<file path="src/hdl/line_centroid_nonlinear_pd_steer_core_assert.svh">
// Assertion macros shared by the steering core.
`ifndef LINE_CENTROID_NONLINEAR_PD_STEER_CORE_ASSERT_SVH
`define LINE_CENTROID_NONLINEAR_PD_STEER_CORE_ASSERT_SVH

// The consequent must hold in the same cycle as the antecedent.
`define LCPS_ASSERT_NOW(lbl, clk, rst, ante, cons) \
   lbl: assert property (@(posedge clk) disable iff (rst) (ante) |-> (cons)) \
      else $error("steering core assertion failed");

// The consequent must hold in the cycle after the antecedent.
`define LCPS_ASSERT_NEXT(lbl, clk, rst, ante, cons) \
   lbl: assert property (@(posedge clk) disable iff (rst) (ante) |=> (cons)) \
      else $error("steering core assertion failed");

`endif

</file>
<file path="src/hdl/lcps_pkg.sv">
`timescale 1ns / 1ps

package lcps_pkg;

   typedef struct packed {
      logic busy;
      logic done;
   } unit_status_type;

   localparam int CSR_INDEX_W = 3;
   localparam logic [CSR_INDEX_W-1:0] REG_SENSOR_WEIGHTS = 3'd0;
   localparam logic [CSR_INDEX_W-1:0] REG_GAIN_PROP      = 3'd1;
   localparam logic [CSR_INDEX_W-1:0] REG_GAIN_DERIV     = 3'd2;
   localparam logic [CSR_INDEX_W-1:0] REG_BASE_SPEED     = 3'd3;
   localparam logic [CSR_INDEX_W-1:0] REG_SPEED_LIMIT    = 3'd4;

   localparam int MUL_A_W   = 16;
   localparam int MUL_B_W   = 15;
   localparam int MUL_P_W   = MUL_A_W + MUL_B_W;
   localparam int DIV_NUM_W = 22;
   localparam int DIV_DEN_W = 4;
   localparam int CORR_W    = 24;
   localparam int Q_SHIFT   = 8;

   localparam logic [DIV_DEN_W-1:0] P_DIVISOR = 4'd7;

   function automatic logic [15:0] sat_speed(input logic signed [CORR_W-1:0] v,
                                             input logic [14:0] lim);
      logic signed [CORR_W-1:0] lim_pos;
      logic signed [CORR_W-1:0] lim_neg;
      logic signed [CORR_W-1:0] r;
      lim_pos = $signed(CORR_W'(lim));
      lim_neg = -lim_pos;
      if (v > lim_pos) begin
         r = lim_pos;
      end else if (v < lim_neg) begin
         r = lim_neg;
      end else begin
         r = v;
      end
      return r[15:0];
   endfunction

endpackage

</file>
<file path="src/hdl/line_centroid_nonlinear_pd_steer_core.sv">
// Channel | Direction | Ports                            | Word
// req     | in        | req_tvalid/tready/tdata/tuser    | tdata: sensor_hits; tuser: cmd
// rsp     | out       | rsp_tvalid/tready/tdata          | left, right, line error
// csr     | in        | csr_valid/ready/index/data       | one register write
//
// A sample word runs the one-sensor-per-cycle scan, the 15-step shift-add multiplier
// (used three times) and the 22-step restoring divider (used twice, or once when no
// sensor or every sensor is hit); a clear word produces no result.
// Reset is synchronous and restores the register defaults and zero error state.
// A finished result waits in the output register; a new word is accepted meanwhile.
`timescale 1ns / 1ps
`include "line_centroid_nonlinear_pd_steer_core_assert.svh"

module line_centroid_nonlinear_pd_steer_core #(
   parameter int SENSOR_COUNT = 8
) (
   input  logic        clock,
   input  logic        reset,
   input  logic        req_tvalid,
   output logic        req_tready,
   input  logic [7:0]  req_tdata,   // [7:0] sensor_hits
   input  logic        req_tuser,   // [0] cmd
   output logic        rsp_tvalid,
   input  logic        rsp_tready,
   output logic [39:0] rsp_tdata,   // [15:0] left_target, [31:16] right_target,
                                    // [39:32] line_error
   input  logic        csr_valid,
   output logic        csr_ready,
   input  logic [lcps_pkg::CSR_INDEX_W-1:0] csr_index,
   input  logic [63:0] csr_data
);

   localparam int IDX_W = $clog2(SENSOR_COUNT);
   localparam int CNT_W = $clog2(SENSOR_COUNT + 1);
   localparam int SUM_W = 8 + CNT_W;

   localparam logic [3:0] ST_IDLE = 4'd0;
   localparam logic [3:0] ST_SCAN = 4'd1;
   localparam logic [3:0] ST_EVAL = 4'd2;
   localparam logic [3:0] ST_DIVE = 4'd3;
   localparam logic [3:0] ST_SQGO = 4'd4;
   localparam logic [3:0] ST_SQ   = 4'd5;
   localparam logic [3:0] ST_KP   = 4'd6;
   localparam logic [3:0] ST_P7   = 4'd7;
   localparam logic [3:0] ST_CORR = 4'd8;
   localparam logic [3:0] ST_FIN  = 4'd9;

   logic [63:0] weights_ff;
   logic [15:0] kp_ff, kd_ff, base_ff;
   logic [14:0] limit_ff;

   logic [3:0]  state_ff, state_in;
   logic [7:0]  hits_sh_ff, hits_sh_in;
   logic [63:0] wts_sh_ff, wts_sh_in;
   logic [IDX_W-1:0] idx_ff, idx_in;
   logic [CNT_W-1:0] cnt_ff, cnt_in;
   logic [SUM_W-1:0] sum_ff, sum_in;
   logic [7:0]  held_error_ff, held_error_in;
   logic [7:0]  prev_error_ff, prev_error_in;
   logic        dsign_ff, dsign_in;
   logic signed [lcps_pkg::CORR_W-1:0] pterm_ff, pterm_in;
   logic signed [lcps_pkg::CORR_W-1:0] dterm_ff, dterm_in;
   logic signed [lcps_pkg::CORR_W-1:0] corr_ff, corr_in;
   logic [39:0] rsp_data_ff, rsp_data_in;
   logic        rsp_valid_ff, rsp_valid_in;

   logic        mul_start, div_start;
   logic [lcps_pkg::MUL_A_W-1:0]   mul_a;
   logic [lcps_pkg::MUL_B_W-1:0]   mul_b;
   logic [lcps_pkg::MUL_P_W-1:0]   mul_prod;
   logic [lcps_pkg::DIV_NUM_W-1:0] div_num, div_quo;
   logic [lcps_pkg::DIV_DEN_W-1:0] div_den;
   lcps_pkg::unit_status_type      mul_stat, div_stat;

   logic [SUM_W-1:0] sum_mag;
   logic [SUM_W-1:0] w_ext;
   logic [7:0]  e_mag;
   logic [8:0]  diff, diff_mag;
   logic [15:0] kp_mag, kd_mag;
   logic [7:0]  q8;
   logic signed [lcps_pkg::CORR_W-1:0] base_ext, left_v, right_v, p_mag, d_mag;
   logic        psign;

   lcps_mul #(
      .A_W(lcps_pkg::MUL_A_W),
      .B_W(lcps_pkg::MUL_B_W)
   ) u_mul (
      .clock  (clock),
      .reset  (reset),
      .start  (mul_start),
      .a      (mul_a),
      .b      (mul_b),
      .product(mul_prod),
      .status (mul_stat)
   );

   lcps_div #(
      .NUM_W(lcps_pkg::DIV_NUM_W),
      .DEN_W(lcps_pkg::DIV_DEN_W)
   ) u_div (
      .clock (clock),
      .reset (reset),
      .start (div_start),
      .num   (div_num),
      .den   (div_den),
      .quo   (div_quo),
      .status(div_stat)
   );

   assign csr_ready  = 1'b1;
   assign req_tready = (state_ff == ST_IDLE);
   assign rsp_tvalid = rsp_valid_ff;
   assign rsp_tdata  = rsp_data_ff;

   assign w_ext    = {{(SUM_W-8){wts_sh_ff[7]}}, wts_sh_ff[7:0]};
   assign sum_mag  = sum_ff[SUM_W-1] ? (~sum_ff + 1'b1) : sum_ff;
   assign e_mag    = held_error_ff[7] ? (~held_error_ff + 1'b1) : held_error_ff;
   assign diff     = {held_error_ff[7], held_error_ff} - {prev_error_ff[7], prev_error_ff};
   assign diff_mag = diff[8] ? (~diff + 1'b1) : diff;
   assign kp_mag   = kp_ff[15] ? (~kp_ff + 1'b1) : kp_ff;
   assign kd_mag   = kd_ff[15] ? (~kd_ff + 1'b1) : kd_ff;
   assign q8       = div_quo[7:0];
   assign psign    = kp_ff[15] ^ held_error_ff[7];
   assign p_mag    = $signed(lcps_pkg::CORR_W'(div_quo));
   assign d_mag    = $signed(lcps_pkg::CORR_W'(mul_prod[lcps_pkg::Q_SHIFT +: 15]));
   assign base_ext = $signed({{(lcps_pkg::CORR_W-16){base_ff[15]}}, base_ff});
   assign left_v   = base_ext + corr_ff;
   assign right_v  = base_ext - corr_ff;

   always_ff @(posedge clock) begin
      if (reset) begin
         weights_ff <= '0;
         kp_ff      <= 16'd256;
         kd_ff      <= '0;
         base_ff    <= '0;
         limit_ff   <= 15'h7FFF;
      end else if (csr_valid) begin
         case (csr_index)
            lcps_pkg::REG_SENSOR_WEIGHTS: weights_ff <= csr_data;
            lcps_pkg::REG_GAIN_PROP:      kp_ff      <= csr_data[15:0];
            lcps_pkg::REG_GAIN_DERIV:     kd_ff      <= csr_data[15:0];
            lcps_pkg::REG_BASE_SPEED:     base_ff    <= csr_data[15:0];
            lcps_pkg::REG_SPEED_LIMIT:    limit_ff   <= csr_data[14:0];
            default: ;
         endcase
      end
   end

   always_comb begin
      state_in      = state_ff;
      hits_sh_in    = hits_sh_ff;
      wts_sh_in     = wts_sh_ff;
      idx_in        = idx_ff;
      cnt_in        = cnt_ff;
      sum_in        = sum_ff;
      held_error_in = held_error_ff;
      prev_error_in = prev_error_ff;
      dsign_in      = dsign_ff;
      pterm_in      = pterm_ff;
      dterm_in      = dterm_ff;
      corr_in       = corr_ff;
      rsp_data_in   = rsp_data_ff;
      rsp_valid_in  = rsp_valid_ff & ~rsp_tready;
      mul_start     = 1'b0;
      mul_a         = '0;
      mul_b         = '0;
      div_start     = 1'b0;
      div_num       = '0;
      div_den       = '0;
      case (state_ff)
         ST_IDLE: begin
            if (req_tvalid) begin
               if (req_tuser) begin
                  held_error_in = '0;
                  prev_error_in = '0;
               end else begin
                  hits_sh_in = req_tdata;
                  wts_sh_in  = weights_ff;
                  idx_in     = '0;
                  cnt_in     = '0;
                  sum_in     = '0;
                  state_in   = ST_SCAN;
               end
            end
         end
         ST_SCAN: begin
            if (hits_sh_ff[0]) begin
               sum_in = sum_ff + w_ext;
               cnt_in = cnt_ff + 1'b1;
            end
            hits_sh_in = {1'b0, hits_sh_ff[7:1]};
            wts_sh_in  = {8'h00, wts_sh_ff[63:8]};
            idx_in     = idx_ff + 1'b1;
            if (idx_ff == IDX_W'(SENSOR_COUNT - 1)) begin
               state_in = ST_EVAL;
            end
         end
         ST_EVAL: begin
            if (cnt_ff == '0) begin
               state_in = ST_SQGO;
            end else if (cnt_ff == CNT_W'(SENSOR_COUNT)) begin
               held_error_in = '0;
               state_in      = ST_SQGO;
            end else begin
               div_start = 1'b1;
               div_num   = lcps_pkg::DIV_NUM_W'(sum_mag);
               div_den   = lcps_pkg::DIV_DEN_W'(cnt_ff);
               state_in  = ST_DIVE;
            end
         end
         ST_DIVE: begin
            if (div_stat.done) begin
               held_error_in = sum_ff[SUM_W-1] ? (~q8 + 1'b1) : q8;
               state_in      = ST_SQGO;
            end
         end
         ST_SQGO: begin
            mul_start = 1'b1;
            mul_a     = lcps_pkg::MUL_A_W'(e_mag);
            mul_b     = lcps_pkg::MUL_B_W'(e_mag);
            state_in  = ST_SQ;
         end
         ST_SQ: begin
            if (mul_stat.done) begin
               mul_start = 1'b1;
               mul_a     = kp_mag;
               mul_b     = mul_prod[lcps_pkg::MUL_B_W-1:0];
               state_in  = ST_KP;
            end
         end
         ST_KP: begin
            if (mul_stat.done) begin
               div_start     = 1'b1;
               div_num       = mul_prod[lcps_pkg::Q_SHIFT +: lcps_pkg::DIV_NUM_W];
               div_den       = lcps_pkg::P_DIVISOR;
               mul_start     = 1'b1;
               mul_a         = kd_mag;
               mul_b         = lcps_pkg::MUL_B_W'(diff_mag[7:0]);
               dsign_in      = kd_ff[15] ^ diff[8];
               prev_error_in = held_error_ff;
               state_in      = ST_P7;
            end
         end
         ST_P7: begin
            if (mul_stat.done) begin
               dterm_in = dsign_ff ? -d_mag : d_mag;
            end
            if (div_stat.done) begin
               pterm_in = psign ? -p_mag : p_mag;
               state_in = ST_CORR;
            end
         end
         ST_CORR: begin
            corr_in  = pterm_ff + dterm_ff;
            state_in = ST_FIN;
         end
         ST_FIN: begin
            if (!rsp_valid_ff || rsp_tready) begin
               rsp_data_in  = {held_error_ff,
                               lcps_pkg::sat_speed(right_v, limit_ff),
                               lcps_pkg::sat_speed(left_v, limit_ff)};
               rsp_valid_in = 1'b1;
               state_in     = ST_IDLE;
            end
         end
         default: begin
            state_in = ST_IDLE;
         end
      endcase
   end

   always_ff @(posedge clock) begin
      hits_sh_ff  <= hits_sh_in;
      wts_sh_ff   <= wts_sh_in;
      idx_ff      <= idx_in;
      cnt_ff      <= cnt_in;
      sum_ff      <= sum_in;
      dsign_ff    <= dsign_in;
      pterm_ff    <= pterm_in;
      dterm_ff    <= dterm_in;
      corr_ff     <= corr_in;
      rsp_data_ff <= rsp_data_in;
      if (reset) begin
         state_ff      <= ST_IDLE;
         held_error_ff <= '0;
         prev_error_ff <= '0;
         rsp_valid_ff  <= 1'b0;
      end else begin
         state_ff      <= state_in;
         held_error_ff <= held_error_in;
         prev_error_ff <= prev_error_in;
         rsp_valid_ff  <= rsp_valid_in;
      end
   end

   `LCPS_ASSERT_NEXT(a_clear_zeroes_errors, clock, reset, req_tvalid && req_tready && req_tuser, held_error_ff == 8'd0 && prev_error_ff == 8'd0)
   `LCPS_ASSERT_NOW(a_dterm_before_pterm, clock, reset, div_stat.done && state_ff == ST_P7, !mul_stat.busy)
   `LCPS_ASSERT_NOW(a_units_start_idle, clock, reset, mul_start || div_start, !(mul_start && mul_stat.busy) && !(div_start && div_stat.busy))
   `LCPS_ASSERT_NEXT(a_fin_delivers, clock, reset, state_ff == ST_FIN && (!rsp_tvalid || rsp_tready), rsp_tvalid && state_ff == ST_IDLE)

endmodule

</file>
<file path="src/hdl/lcps_mul.sv">
`timescale 1ns / 1ps

module lcps_mul #(
   parameter int A_W = 16,
   parameter int B_W = 15
) (
   input  logic                   clock,
   input  logic                   reset,
   input  logic                   start,
   input  logic [A_W-1:0]         a,
   input  logic [B_W-1:0]         b,
   output logic [A_W+B_W-1:0]     product,
   output lcps_pkg::unit_status_type status
);

   localparam int CNT_W = $clog2(B_W + 1);

   logic [A_W+B_W-1:0] acc_ff, acc_in;
   logic [A_W-1:0]     a_ff, a_in;
   logic [CNT_W-1:0]   cnt_ff, cnt_in;
   logic               busy_ff, busy_in;
   logic               done_ff, done_in;
   logic [A_W:0]       part_sum;

   assign part_sum = {1'b0, acc_ff[A_W+B_W-1:B_W]} + (acc_ff[0] ? {1'b0, a_ff} : '0);

   always_comb begin
      acc_in  = acc_ff;
      a_in    = a_ff;
      cnt_in  = cnt_ff;
      busy_in = busy_ff;
      done_in = 1'b0;
      if (start) begin
         acc_in  = {{A_W{1'b0}}, b};
         a_in    = a;
         cnt_in  = '0;
         busy_in = 1'b1;
      end else if (busy_ff) begin
         acc_in = {part_sum, acc_ff[B_W-1:1]};
         cnt_in = cnt_ff + 1'b1;
         if (cnt_ff == CNT_W'(B_W - 1)) begin
            busy_in = 1'b0;
            done_in = 1'b1;
         end
      end
   end

   always_ff @(posedge clock) begin
      acc_ff <= acc_in;
      a_ff   <= a_in;
      cnt_ff <= cnt_in;
      if (reset) begin
         busy_ff <= 1'b0;
         done_ff <= 1'b0;
      end else begin
         busy_ff <= busy_in;
         done_ff <= done_in;
      end
   end

   assign product     = acc_ff;
   assign status.busy = busy_ff;
   assign status.done = done_ff;

endmodule

</file>
<file path="src/hdl/lcps_div.sv">
`timescale 1ns / 1ps

module lcps_div #(
   parameter int NUM_W = 22,
   parameter int DEN_W = 4
) (
   input  logic                 clock,
   input  logic                 reset,
   input  logic                 start,
   input  logic [NUM_W-1:0]     num,
   input  logic [DEN_W-1:0]     den,
   output logic [NUM_W-1:0]     quo,
   output lcps_pkg::unit_status_type status
);

   localparam int CNT_W = $clog2(NUM_W + 1);

   logic [NUM_W-1:0] quo_ff, quo_in;
   logic [DEN_W-1:0] rem_ff, rem_in;
   logic [DEN_W-1:0] den_ff, den_in;
   logic [CNT_W-1:0] cnt_ff, cnt_in;
   logic             busy_ff, busy_in;
   logic             done_ff, done_in;
   logic [DEN_W+1:0] trial;
   logic             fits;

   assign trial = {1'b0, rem_ff, quo_ff[NUM_W-1]} - {2'b00, den_ff};
   assign fits  = ~trial[DEN_W+1];

   always_comb begin
      quo_in  = quo_ff;
      rem_in  = rem_ff;
      den_in  = den_ff;
      cnt_in  = cnt_ff;
      busy_in = busy_ff;
      done_in = 1'b0;
      if (start) begin
         quo_in  = num;
         rem_in  = '0;
         den_in  = den;
         cnt_in  = '0;
         busy_in = 1'b1;
      end else if (busy_ff) begin
         quo_in = {quo_ff[NUM_W-2:0], fits};
         rem_in = fits ? trial[DEN_W-1:0] : {rem_ff[DEN_W-2:0], quo_ff[NUM_W-1]};
         cnt_in = cnt_ff + 1'b1;
         if (cnt_ff == CNT_W'(NUM_W - 1)) begin
            busy_in = 1'b0;
            done_in = 1'b1;
         end
      end
   end

   always_ff @(posedge clock) begin
      quo_ff <= quo_in;
      rem_ff <= rem_in;
      den_ff <= den_in;
      cnt_ff <= cnt_in;
      if (reset) begin
         busy_ff <= 1'b0;
         done_ff <= 1'b0;
      end else begin
         busy_ff <= busy_in;
         done_ff <= done_in;
      end
   end

   assign quo         = quo_ff;
   assign status.busy = busy_ff;
   assign status.done = done_ff;

endmodule
</file>
<file path="config.mk">
export PLATFORM = sky130hd
export DESIGN_NAME = line_centroid_nonlinear_pd_steer_core
export DESIGN_NICKNAME = d
export VERILOG_FILES = /design/src/hdl/lcps_pkg.sv /design/src/hdl/line_centroid_nonlinear_pd_steer_core.sv /design/src/hdl/lcps_mul.sv /design/src/hdl/lcps_div.sv
export VERILOG_INCLUDE_DIRS = /design/src /design/src/hdl
export SDC_FILE = /design/constraint.sdc
export NUM_CORES = 1
export LEC_CHECK = 0
export ABC_CLOCK_PERIOD_IN_PS = 12400
export BUFFER_PORTS_ARGS = -buffer_cell sky130_fd_sc_hd__buf_2
export CAP_MARGIN = 20
export CELL_PAD_IN_SITES_DETAIL_PLACEMENT = 0
export CELL_PAD_IN_SITES_GLOBAL_PLACEMENT = 2
export CORE_MARGIN = 4
export CORE_UTILIZATION = 40
export CTS_CLUSTER_SIZE = 30
export DETAILED_ROUTE_END_ITERATION = 8
export GPL_ROUTABILITY_DRIVEN = 0
export GPL_TIMING_DRIVEN = 0
export HOLD_SLACK_MARGIN = 0.12
export PLACE_DENSITY_LB_ADDON = 0.1
export SYNTH_ARGS = -nofsm -noshare
export SYNTH_HDL_FRONTEND = slang
export SYNTH_HIERARCHICAL = 1
export SYNTH_SLANG_ARGS = --single-unit
</file>
<file path="constraint.sdc">
create_clock -name clock -period 12.4 [get_ports clock]
set_input_delay 1.86 -clock clock [delete_from_list [all_inputs] [get_ports clock]]
set_output_delay 1.86 -clock clock [all_outputs]
set_load 0.03 [all_outputs]
</file>
-- Word level (Yosys, flattened, before mapping)
Cells that the tools add are included.
- multiply operators: 0
- divide/modulo/power cells: 0
- eq/ne operators: 30
- bitwise gates (word level): 13
- reductions and logical operators: 28
- muxes and demuxes: 83
- order comparisons: 4
- add/subtract/negate cells: 20
- shift-type cells: 0
- operators with widths (operator ; number):
    $mux 64 ; 2
    $pmux 64 s2 ; 1
    $mux 16 ; 7
    $mux 8 ; 12
    $mux 15 ; 6
    $mux 22 ; 4
    $mux 12 ; 6
    $mux 4 ; 14
    $gt 24x16->1 ; 2
    $lt 24x24->1 ; 2
    $neg 15->24 ; 2
    $pmux 16 s3 ; 1
    $pmux 15 s3 ; 1
    $pmux 22 s2 ; 1
    $pmux 4 s10 ; 1
    $add 16x1->16 const B ; 2
    $not 16->16 ; 2
    $pmux 8 s2 ; 2
    $add 16x24->24 ; 1
    $add 24x24->24 ; 1
    $add 8x1->8 const B ; 3
    $neg 22->24 ; 1
    $not 8->8 ; 3
    $pmux 12 s2 ; 1
    other kinds (43) ; 100
- bits in writable memories: 0
- latch bits: 0
- word-level logic and storage cells: 213
- output and inout port bits: 43
- memories: 0
- ROM bits: 0
- bits in registers: 442
- input bits: 81

-- Depth between registers and ports, before layout
- word-level depth: 7
- depth in mapped cells: 23
- depth with buffers taken out: 21

-- Cells and area by module
Netlist, hierarchy kept.
- modules (own cells, without submodules) (module ; area each (µm²) ; cells an instance ; instances ; sequential area each (µm²)):
    line_centroid_nonlinear_pd_steer_core ; 22220.1 ; 2564 ; 1 ; 9058.7
    lcps_mul ; 2860.2 ; 259 ; 1 ; 1371.3
    lcps_div ; 1694.1 ; 122 ; 1 ; 1001.0

-- Worst setup path after synthesis
No wires, ideal clock.
- kind: input port to flip-flop
- start: in rsp_tready
- end: reg rsp_data_ff[0], in the netlist rsp_tdata[0] (enable)
- library setup time: 487 ps
- cell stages on the path: 2
- setup slack: 7261 ps
- buffers on the path: 0
- data required time: 11913 ps
- data arrival time: 4652 ps
- cell sequence: nor2b_1 nor3_1
- cells in the longest elaborated chain, start to end: 2
- ends and longest elaborated chain (element ; line ; RTL):
    start, declared ; line_centroid_nonlinear_pd_steer_core.sv:24 ; input logic rsp_tready,
    $logic_or 1x1->1 ; line_centroid_nonlinear_pd_steer_core.sv:258 ; if (!rsp_valid_ff || rsp_tready) begin
    $reduce_and 2->1 (no source line) ; - ;
    end signal, assigned ; line_centroid_nonlinear_pd_steer_core.sv:282 ; rsp_data_ff <= rsp_data_in;
    end, declared ; line_centroid_nonlinear_pd_steer_core.sv:64 ; logic [39:0] rsp_data_ff, rsp_data_in;
Every way passes these cells.
A chain may end at the register's enable or synchronous reset.

-- Final worst setup path
- start: reg limit_ff[2]
- end: reg rsp_data_ff[2], in the netlist rsp_tdata[2] (data pin)
- cells in the longest elaborated chain, start to end: 4
- elaborated cells on any way between the ends: 5
- classes of those cells: 1 x add/sub; 2 x order compare; 2 x mux
- ends and longest elaborated chain (element ; line ; RTL):
    start, declared ; line_centroid_nonlinear_pd_steer_core.sv:50 ; logic [14:0] limit_ff;
    start signal, assigned ; line_centroid_nonlinear_pd_steer_core.sv:143 ; lcps_pkg::REG_SPEED_LIMIT: limit_ff <= csr_data[14:0];
    $neg 15->24 ; lcps_pkg.sv:33 ; lim_neg = -lim_pos;
    $lt 24x24->1 ; lcps_pkg.sv:36 ; end else if (v < lim_neg) begin
    $mux 16 ; lcps_pkg.sv:36 ;
    $mux 15 * ; lcps_pkg.sv:34 ; if (v > lim_pos) begin
Every way passes the cells marked *; elsewhere a longest branch is shown, timed or not.

==> impl_metrics.env <==
export IMPL_run_status="finished clean"
export IMPL_max_clock_path_buffers=3
export IMPL_total_negative_slack_for_setup_checks_ns=0
export IMPL_setup_violations_final=0
export IMPL_routed_via_count=21600
export IMPL_hold_wc_path_type="register to register"
export IMPL_critical_path_arrival_ns=7.18
export IMPL_synth_avg_cell_area_um2=9.09
export IMPL_clk_latency_ns=0.60
export IMPL_drc=0
export IMPL_worst_ep_required_time_ns=12.77
export IMPL_placement_io_buffers=122
export IMPL_path_max_fanout=10
export IMPL_drtIter0Drc=1462
export IMPL_layout_drive_gt1_share=0.101
export IMPL_finalWirelength_mm=78.2
export IMPL_grt_overflow_total=0
export IMPL_slew_headroom=0.291
export IMPL_setup_worst_path_start="limit_ff[2]"
export IMPL_critPathLaunchType="register"
export IMPL_num_rows=94
export IMPL_path_cells="clkbuf_1 > nor3_1 > and2_0 > clkbuf_1 > nand3_1 > nor3_1 > nand3_1 > nor3_1 > xnor2_1 > ha_1 > nand3_1 > or4_1 > a21oi_1 > or4_1 > o221ai_1 > a21oi_1 > o22ai_1 > clkbuf_1 > o21ai_0 > a221oi_1"
export IMPL_rsz0062_at_grt="no"
export IMPL_die_h_um=267
export IMPL_total_power_mw=4.84
export IMPL_fillerInstances=6386
export IMPL_fin_util=0.459
export IMPL_post_dp_hpwl_mm=61.1
export IMPL_core_um2=66000
export IMPL_skew_ns=0.0223
export IMPL_criticalPathCategory="register to register"
export IMPL_design_final_nets=3414
export IMPL_critical_path_slowest_cell="clkbuf_1"
export IMPL_n_antenna_cell=0
export IMPL_clk_root_buffer_cell="clkbuf_16"
export IMPL_hold_viol_final=0
export IMPL_final_max_slew_violation_count=0
export IMPL_initial_antenna_violation_count=0
export IMPL_global_route_usage_total=0.215
export IMPL_max_clock_freq_mhz=147
export IMPL_post_cts_repair_setup_buffers=0
export IMPL_h_tree_depth=2
export IMPL_drt_pre_antenna_iters=6
export IMPL_post_cts_resize_count=0
export IMPL_crit_reg2reg_launch="limit_ff[2]"
export IMPL_final_cell_mix="nand2_1 (568), edfxtp_1 (260), a21oi_1 (238), ha_1 (200), dfxtp_1 (181)"
export IMPL_grt_met2_usage=0.369
export IMPL_initial_core_util=0.406
export IMPL_grt_busiest_layer="met2"
export IMPL_fin_crit_sh=0.549
export IMPL_grtUsageMet3=0.0287
export IMPL_tightest_slew_ns=1.06
export IMPL_cap_violations=0
export IMPL_cts_tree="built"
export IMPL_min_period_ns=6.81
export IMPL_dieWidth_um=267
export IMPL_synthCells=2943
export IMPL_tritoncts_num_buffers=51
export IMPL_grt_max_degree=68
export IMPL_syn2layout_area_growth_pct=13.2
export IMPL_design_portCount=124
export IMPL_leakagePower_nw=12.1
export IMPL_timing_critical_path_to_type="register"
export IMPL_hp_start="weights_ff[57]"
export IMPL_cts_sink_count=441
export IMPL_met1_usage=0.289
export IMPL_grt_pass1_wl_mm=121
export IMPL_cp_num_buf_inv=3
export IMPL_max_vdd_ir_drop_mv=0.141
export IMPL_total_die_area_um2=71100
export IMPL_detailed_route_vias_per_instance=5.36
export IMPL_clk_transition_reported_paths_ns=0.06
export IMPL_via_count_of_the_first_global_routing_pass=21200
export IMPL_post_synth_instance_area_um2=26800
export IMPL_preCtsSetupSlack_ns=5.68
export IMPL_drt_antenna_violating_nets=0
export IMPL_count_of_synthesis_stage_warnings_from_yosys=6
export IMPL_layout_setup_ws_ns=5.59
export IMPL_drt_wirelength_per_cell_um=19.4
export IMPL_pwr_density_cell_nw_per_um2=160
export IMPL_ctsHoldBuffers=0
export IMPL_syn_nets=3231
export IMPL_mostFrequentLayoutCell="nand2_1"
export IMPL_max_incr_delay_on_cp_ns=0.68
export IMPL_critical_path_top_delay_family="simple AND/OR/NAND/NOR gates"
[final timing paths]
check / depth (start not counted) / to / slack (ns)
setup / recovery: 20 / rsp_tdata[2] / 5.59
hold / removal: 2 / weights_ff[57] / 0.45
setup reg to reg: 20 / rsp_tdata[2] / 5.59
hold reg to reg: 2 / weights_ff[57] / 0.45
[cell type report]
class,count,area [µm²],share of cell area
Sequential cell,441,11400,0.377
Tap cell,864,1080,0.0357
Buffer,152,633,0.0209
Inverter,131,492,0.0162
Clock inverter,27,255,0.00843
Clock buffer,69,1450,0.0478
Timing Repair Buffer,130,718,0.0237
Multi-Input combinational cell,2219,14200,0.470
[metal layers]
layer / wire length (µm) / share of wire
met4: 1960 / 0.025
met1: 35300 / 0.45
met5: 0 / 0
met3: 3720 / 0.048
met2: 37200 / 0.48
[stage by stage]
| stage | instance area (µm²) | hold slack (ns) | std cells |
|---|---|---|---|
| 6_report | 30300 | 0.449 | 4033 |
| 5_1_grt | 30300 | 0.471 | 4033 |
| 4_1_cts | 30300 | 0.451 | 4031 |
| 3_5_place_dp | 28600 | 0.443 | 3935 |
| 3_3_place_gp | 28500 | 0.438 | 3929 |
| 2_1_floorplan | 26800 | 0.432 | 2943 |
[power breakdown]
part	total (mW)	leakage, nW	internal [mW]	switching, mW
registers	2.08	3.90	1.89	0.186
clock network	1.52	0.833	0.885	0.632
logic	1.24	7.33	0.445	0.797
[state kept, by name, indices dropped and copies added (netlist names), 5 cells and up]
signal / flops
prev_error_ff: 8
sum_ff: 12
kp_ff: 16
base_ff: 16
weights_ff: 64
kd_ff: 16
rsp_tdata: 40
corr_ff: 24
wts_sh_ff: 64
u_mul/product: 31
pterm_ff: 24
u_mul/a_ff: 16
hits_sh_ff: 8
u_div/cnt_ff: 5
dterm_ff: 23
limit_ff: 15
held_error_ff: 8
u_div/quo: 22
[worst register-to-register path: stages (launching register included)]
cell,delay [ns]
dfxtp_1,0.30
clkbuf_1,0.19
nor3_1,0.52
and2_0,0.20
clkbuf_1,0.25
nand3_1,0.15
nor3_1,0.46
nand3_1,0.34
nor3_1,0.54
xnor2_1,0.18
ha_1,0.34
nand3_1,0.17
or4_1,0.16
a21oi_1,0.08
or4_1,0.42
o221ai_1,0.27
a21oi_1,0.11
o22ai_1,0.59
clkbuf_1,0.68
o21ai_0,0.23
a221oi_1,0.37
No activity file was read; power rests on OpenSTA's default activity.
